### src/hw/rtl/assert_macros.svh
// assertion macros shared by the rtl
`ifndef ASSERT_MACROS_SVH
`define ASSERT_MACROS_SVH

// condition holds at every clock outside reset
`define ASSERT_ALWAYS(lbl, clk, rst, cond, msg) \
  lbl: assert property (@(posedge clk) disable iff (rst) (cond)) else $error(msg);

// antecedent implies consequent in the same cycle
`define ASSERT_IMPL(lbl, clk, rst, ante, cons, msg) \
  lbl: assert property (@(posedge clk) disable iff (rst) (ante) |-> (cons)) else $error(msg);

// antecedent implies consequent in the next cycle
`define ASSERT_NEXT(lbl, clk, rst, ante, cons, msg) \
  lbl: assert property (@(posedge clk) disable iff (rst) (ante) |=> (cons)) else $error(msg);

`endif

### src/hw/rtl/werap_pkg.sv
// package with widths, command codes and defaults of the event rate counter
`default_nettype none
package werap_pkg;
  localparam int NUM_BINS_DEF = 16;
  localparam int LEN_W = 15;
  localparam int TIME_W = 31;
  localparam int CNT_W = 32;
  localparam int CMD_W = 2;

  localparam logic [CMD_W-1:0] CMD_RESTART = 2'd0;
  localparam logic [CMD_W-1:0] CMD_EVENT = 2'd1;
  localparam logic [CMD_W-1:0] CMD_QUERY = 2'd2;
endpackage
`default_nettype wire

### src/hw/rtl/werap_div.sv
// restoring divider, one quotient bit per cycle
`default_nettype none
`include "assert_macros.svh"
module werap_div import werap_pkg::*; #(
  parameter int NW = 48,
  parameter int DW = 20
) (
  input  wire logic          clk,
  input  wire logic          rst,
  input  wire logic          start,
  input  wire logic [NW-1:0] num,
  input  wire logic [DW-1:0] den,
  output logic               busy,
  output logic               done,
  output logic [NW-1:0]      quo,
  output logic [DW-1:0]      rem
);
  localparam int CW = $clog2(NW + 1);

  logic [CW-1:0] cnt;
  logic [DW-1:0] dsr;
  logic [DW:0]   trial;
  logic          qbit;

  always_comb begin
    trial = {rem, quo[NW-1]};
    qbit = (trial >= {1'b0, dsr});
  end

  always_ff @(posedge clk) begin
    if (rst) begin
      busy <= 1'b0;
      done <= 1'b0;
      cnt <= '0;
    end else begin
      done <= 1'b0;
      if (start) begin
        busy <= 1'b1;
        cnt <= CW'(NW);
        quo <= num;
        rem <= '0;
        dsr <= den;
      end else if (busy) begin
        rem <= qbit ? DW'(trial - {1'b0, dsr}) : trial[DW-1:0];
        quo <= {quo[NW-2:0], qbit};
        cnt <= cnt - 1'b1;
        if (cnt == CW'(1)) begin
          busy <= 1'b0;
          done <= 1'b1;
        end
      end
    end
  end

  `ASSERT_IMPL(a_no_restart, clk, rst, start, !busy, "divider started while busy")
  `ASSERT_IMPL(a_cnt_busy, clk, rst, busy, cnt != '0, "divider busy with zero count")
  `ASSERT_NEXT(a_done_end, clk, rst, done, !busy, "divider busy after done")
endmodule
`default_nettype wire

### config.mk
export PLATFORM = sky130hd
export DESIGN_NAME = werap_div
export DESIGN_NICKNAME = d
export VERILOG_FILES = /design/src/hw/rtl/werap_pkg.sv /design/src/hw/rtl/werap_div.sv
export VERILOG_INCLUDE_DIRS = /design/src /design/src/hw/rtl
export SDC_FILE = /design/constraint.sdc
export NUM_CORES = 1
export LEC_CHECK = 0
export ABC_AREA = 1
export BUFFER_PORTS_ARGS = -buffer_cell sky130_fd_sc_hd__buf_4
export CORE_MARGIN = 8
export CORE_UTILIZATION = 48
export DETAILED_ROUTE_END_ITERATION = 16
export PLACE_DENSITY = 0.76
export SLEW_MARGIN = 20
export SYNTH_ARGS = -nofsm -noshare
export SYNTH_HDL_FRONTEND = slang
export SYNTH_SLANG_ARGS = --single-unit
### constraint.sdc
create_clock -name clk -period 7 [get_ports clk]
set_input_delay 1.05 -clock clk [delete_from_list [all_inputs] [get_ports clk]]
set_output_delay 1.05 -clock clk [all_outputs]
set_load 0.005 [all_outputs]
After elaboration in Yosys (flattened, before gate mapping)
Index checks and enable logic that the tools add are counted.
{ "totals": {"output_inout_bits": 70, "word_cells": 28, "inputBits": 71, "reg_bits": 96} }
{ "op_classes": {"bitwise_logic": 2, "n_eq_ne": 1, "n_reduce_logical": 5, "add_sub_neg": 2, "mux": 10, "magnitude_cmp": 1} }
{ "op_table": {"columns": ["op", "n"], "rows": [
  ["$mux 48", 2],
  ["$mux 20", 2],
  ["$ge 21x20->1", 1],
  ["$sub 20x20->20", 1],
  ["$mux 6", 2],
  ["$eq 6x1->1 const B", 1],
  ["$sub 6x1->6 const B", 1],
  ["$mux 1", 4],
  ["$reduce_and 2->1", 2],
  ["$reduce_or 3->1", 1],
  ["$not 1->1", 2],
  ["$reduce_bool 2->1", 1],
  ["$reduce_or 2->1", 1]
]} }

Depth between registers and ports, before layout
{ "depth": {"ltp_word": 4, "ltp_mapped": 15, "depth_no_buf": 15} }

Worst setup path after synthesis
OpenSTA, ideal clock, no wires.
{ "synth_timing": {"kind": "input-to-reg", "start": "input port start", "end": "register quo[0] (enable)", "setup_slack_ps": 84, "setup_time_ps": 588, "stages": 4, "path_buffers": 2, "arrival_time_ps": 6328, "cell_sequence": "clkbuf_1 -> inv_2 -> clkbuf_1 -> o21ai_0"} }
{ "synth_via": {"elab_chain_cells": 2} }
{ "synth_rtl": {"columns": ["element", "line_no", "source"], "rows": [
  ["from (decl)", "werap_div.sv:10", "input wire logic start,"],
  ["$reduce_bool 2->1 (no source line)", null, null],
  ["$reduce_and 2->1 (no source line)", null, null],
  ["to (signal assigned)", "werap_div.sv:40", "quo <= num;"],
  ["to (signal assigned)", "werap_div.sv:45", "quo <= {quo[NW-2:0], qbit};"],
  ["to (decl)", "werap_div.sv:15", "output logic [NW-1:0] quo,"]
]} }
No other way between the ends.
A chain may end at the register's enable or synchronous reset.

Final worst setup path
{ "layout_timing": {"start": "input port start", "end": "register rem[2] (enable)"} }
{ "layout_via": {"elab_chain_cells": 2} }
{ "layout_rtl": {"columns": ["element", "line_no", "source"], "rows": [
  ["$reduce_bool 2->1 (no source line)", null, null],
  ["$reduce_and 2->1 (no source line)", null, null],
  ["to (signal assigned)", "werap_div.sv:44", "rem <= qbit ? DW'(trial - {1'b0, dsr}) : trial[DW-1:0];"],
  ["to (decl)", "werap_div.sv:16", "output logic [DW-1:0] rem"]
]} }
No other way between the ends.

==> reports/qor.yml <==
worst_setup_path:
  reg2reg_depth: 12
  cp-start-kind: "input port"
  endpoint_kind: "flip-flop"
  crit_fanout: 57
  startpoint: "start"
  critPathKind: "in -> reg"
  crit_required_ns: 6.98
  cp_data_arrival_time_ns: 2.78
  reg2reg_from: "rem[12]"
yosys:
  async_flop_share_pct: 0
  synth_warnings: 0
  ys_ff_latch: 96
  synth_flop_cell: "edfxtp_1"
  synth_edf_count: 88
  synth_area_per_cell_um2: 8.15
  netlist_area_um2: 5410
  synth_nets: 757
  yosysSeqAreaShare_pct: 51.8
  netlist_instances: 663
  synth.distinct_cells: 36
final_layout:
  antennaDiodeCount: 0
  nets: 894
  fillers: 941
  drive_gt1_share_pct: 22.6
  mostFrequentLayoutCell: "nand2_1"
  seq_area_um2: 2800
  stdcell_count: 945
  multi_input_area_um2: 2200
  most-common-layout-cells: "nand2_1, buf_4, edfxtp_1"
  area_growth_pct: 27.2
min_path:
  holdCritStartpoint: "cnt[4]"
  hold_path_depth: 2
  min_path_type: "reg -> reg"
cts:
  cts_tree: "yes"
  clock_sinks: 96
  cts_hold_buf: 0
  cts-root-buf: "clkbuf_16"
  worstSkewPairLatency_ns: 0.35
  cts_setup_buffers: 0
  numCtsBuffers: 9
  clk_pin_slew_ns: 0.07
  cts_buffer_depth: 2
  cts_max_level: 3
  ctsResizeCount: 0
route:
  drc: 0
  via_per_inst: 4.96
  vias: 4691
  firstDrtPassIters: 5
  wl_per_cell_um: 14.7
  route.final.wire_length_um: 13900
  postRouteAntennaNets: 0
  drtIter0Drc: 331
timing:
  setup_violations: 0
  finClkSkew_ns: 0.00878
  slew_headroom_pct: 52.9
  fin_crit_ns: 2.80
  fin_ws_ns: 4.20
  fin_crit_sh_pct: 40.1
  rsz0062_at_grt: "no"
  worstMarginPinSlew_ns: 0.706
  final_hold_viol_count: 0
  tns_ns: 0
  hold_slack_ns: 0.525
  slew_violations: 0
  clock.fmax_mhz: 357
grt:
  grt_pass1_vias: 4855
  grt_pass1_wl_um: 22700
  grt_start_max_net_pins: 65
  grt_use_total_pct: 19.2
  grt_overflow: 0
  antenna_found_initial: 0
power_and_ir_drop:
  leakagePower_nw: 3.51
  peakVddDrop_uv: 156
  power.density_nw_per_um2: 251
  p_total_mw: 1.72
status:
  status: "finished, final reports clean"
placement:
  post-place-ws_ns: 3.82
  hpwl_um: 10400
  dp.cells: 929
  gp_congestion: 0.914
  port_buffers: 140
die:
  dieArea_um2: 14900
  initial_core_util_pct: 49.4
  die_h_um: 122
  io_pins: 141
  row_count: 38
  die_x_um: 122
  coreArea_um2: 10900
run:
  maxCapViolCount: 0
-- area by class of cell --
cell class                 count  share of cell area, %
tap                          140                   2.55
inverter                      90                   4.95
sequential                    96                   40.8
multi-input combinational    461                   32.0
clock inverter                 7                   1.00
timing repair buffer         142                   15.5
clock buffer                   9                   3.28
-- Yosys cell counts, types with 3 or more instances --
cell type | number | share of area, %
a21oi_1 | 11 | 1.0
buf_6 | 3 | 0.62
clkbuf_1 | 12 | 0.83
dfxtp_1 | 8 | 3.0
edfxtp_1 | 88 | 49
ha_1 | 22 | 5.1
inv_1 | 83 | 5.8
inv_2 | 6 | 0.42
nand2_1 | 289 | 20
nand2_2 | 6 | 0.69
nand3_1 | 18 | 1.7
nand3b_1 | 5 | 0.69
nor2_1 | 55 | 3.8
nor2_2 | 4 | 0.46
nor3_1 | 6 | 0.56
o21ai_0 | 4 | 0.37
o21ai_1 | 12 | 1.1
xnor2_1 | 4 | 0.65
xor2_1 | 7 | 1.1
-- per-layer routing --
metal	track usage (%)	wire length, um	part of all wire [%]
met4	5.86	218	1.6
met2	31.1	6500	47
met5	0	0	0
met3	7.54	1280	9.2
met1	23.0	5880	42
-- logic make-up after synthesis --
group	after synthesis	synth area share (%)
AO/OA/AOI/OAI	33	3.31
XOR/XNOR	11	1.78
adder cells (fa/ha/maj)	23	5.46
buffers and inverters	106	7.85
flip-flops	96	51.8
AND/OR/NAND/NOR	394	29.8
-- state kept, by name (all words and copies together), names as in the netlist --
signal and count:
busy 1, cnt 6, done 1, dsr 20
quo 48, rem 20
-- path summary, 6_finish.rpt --
kind	end	slack [ns]
worst max-delay path	rem[2]	4.20
worst min-delay path	cnt[4]	0.53
worst max register to register	rem[13]	4.67
worst min register to register	cnt[4]	0.53
-- worst max-delay path, cell delays in order --
cell     delay (ns)
buf_4          0.40
inv_2          0.21
o21ai_4        0.41
buf_4          0.65
-- through the flow --
stage | cell area (um^2) | utilization, %
after global routing | 6880 | 62.9
after detailed placement | 6580 | 60.1
after global placement | 6580 | 60.1
final | 6880 | 62.9
after floorplan | 5410 | -
after CTS | 6870 | 62.8
-- power by group --
group | internal (mW) | leakage [nW] | switching, mW
combinational | 0.200 | 2.45 | 0.282
sequential | 0.702 | 0.920 | 0.0414
clock | 0.277 | 0.145 | 0.220
total | 1.18 | 3.51 | 0.543
Power figures use the tool's default switching activity.
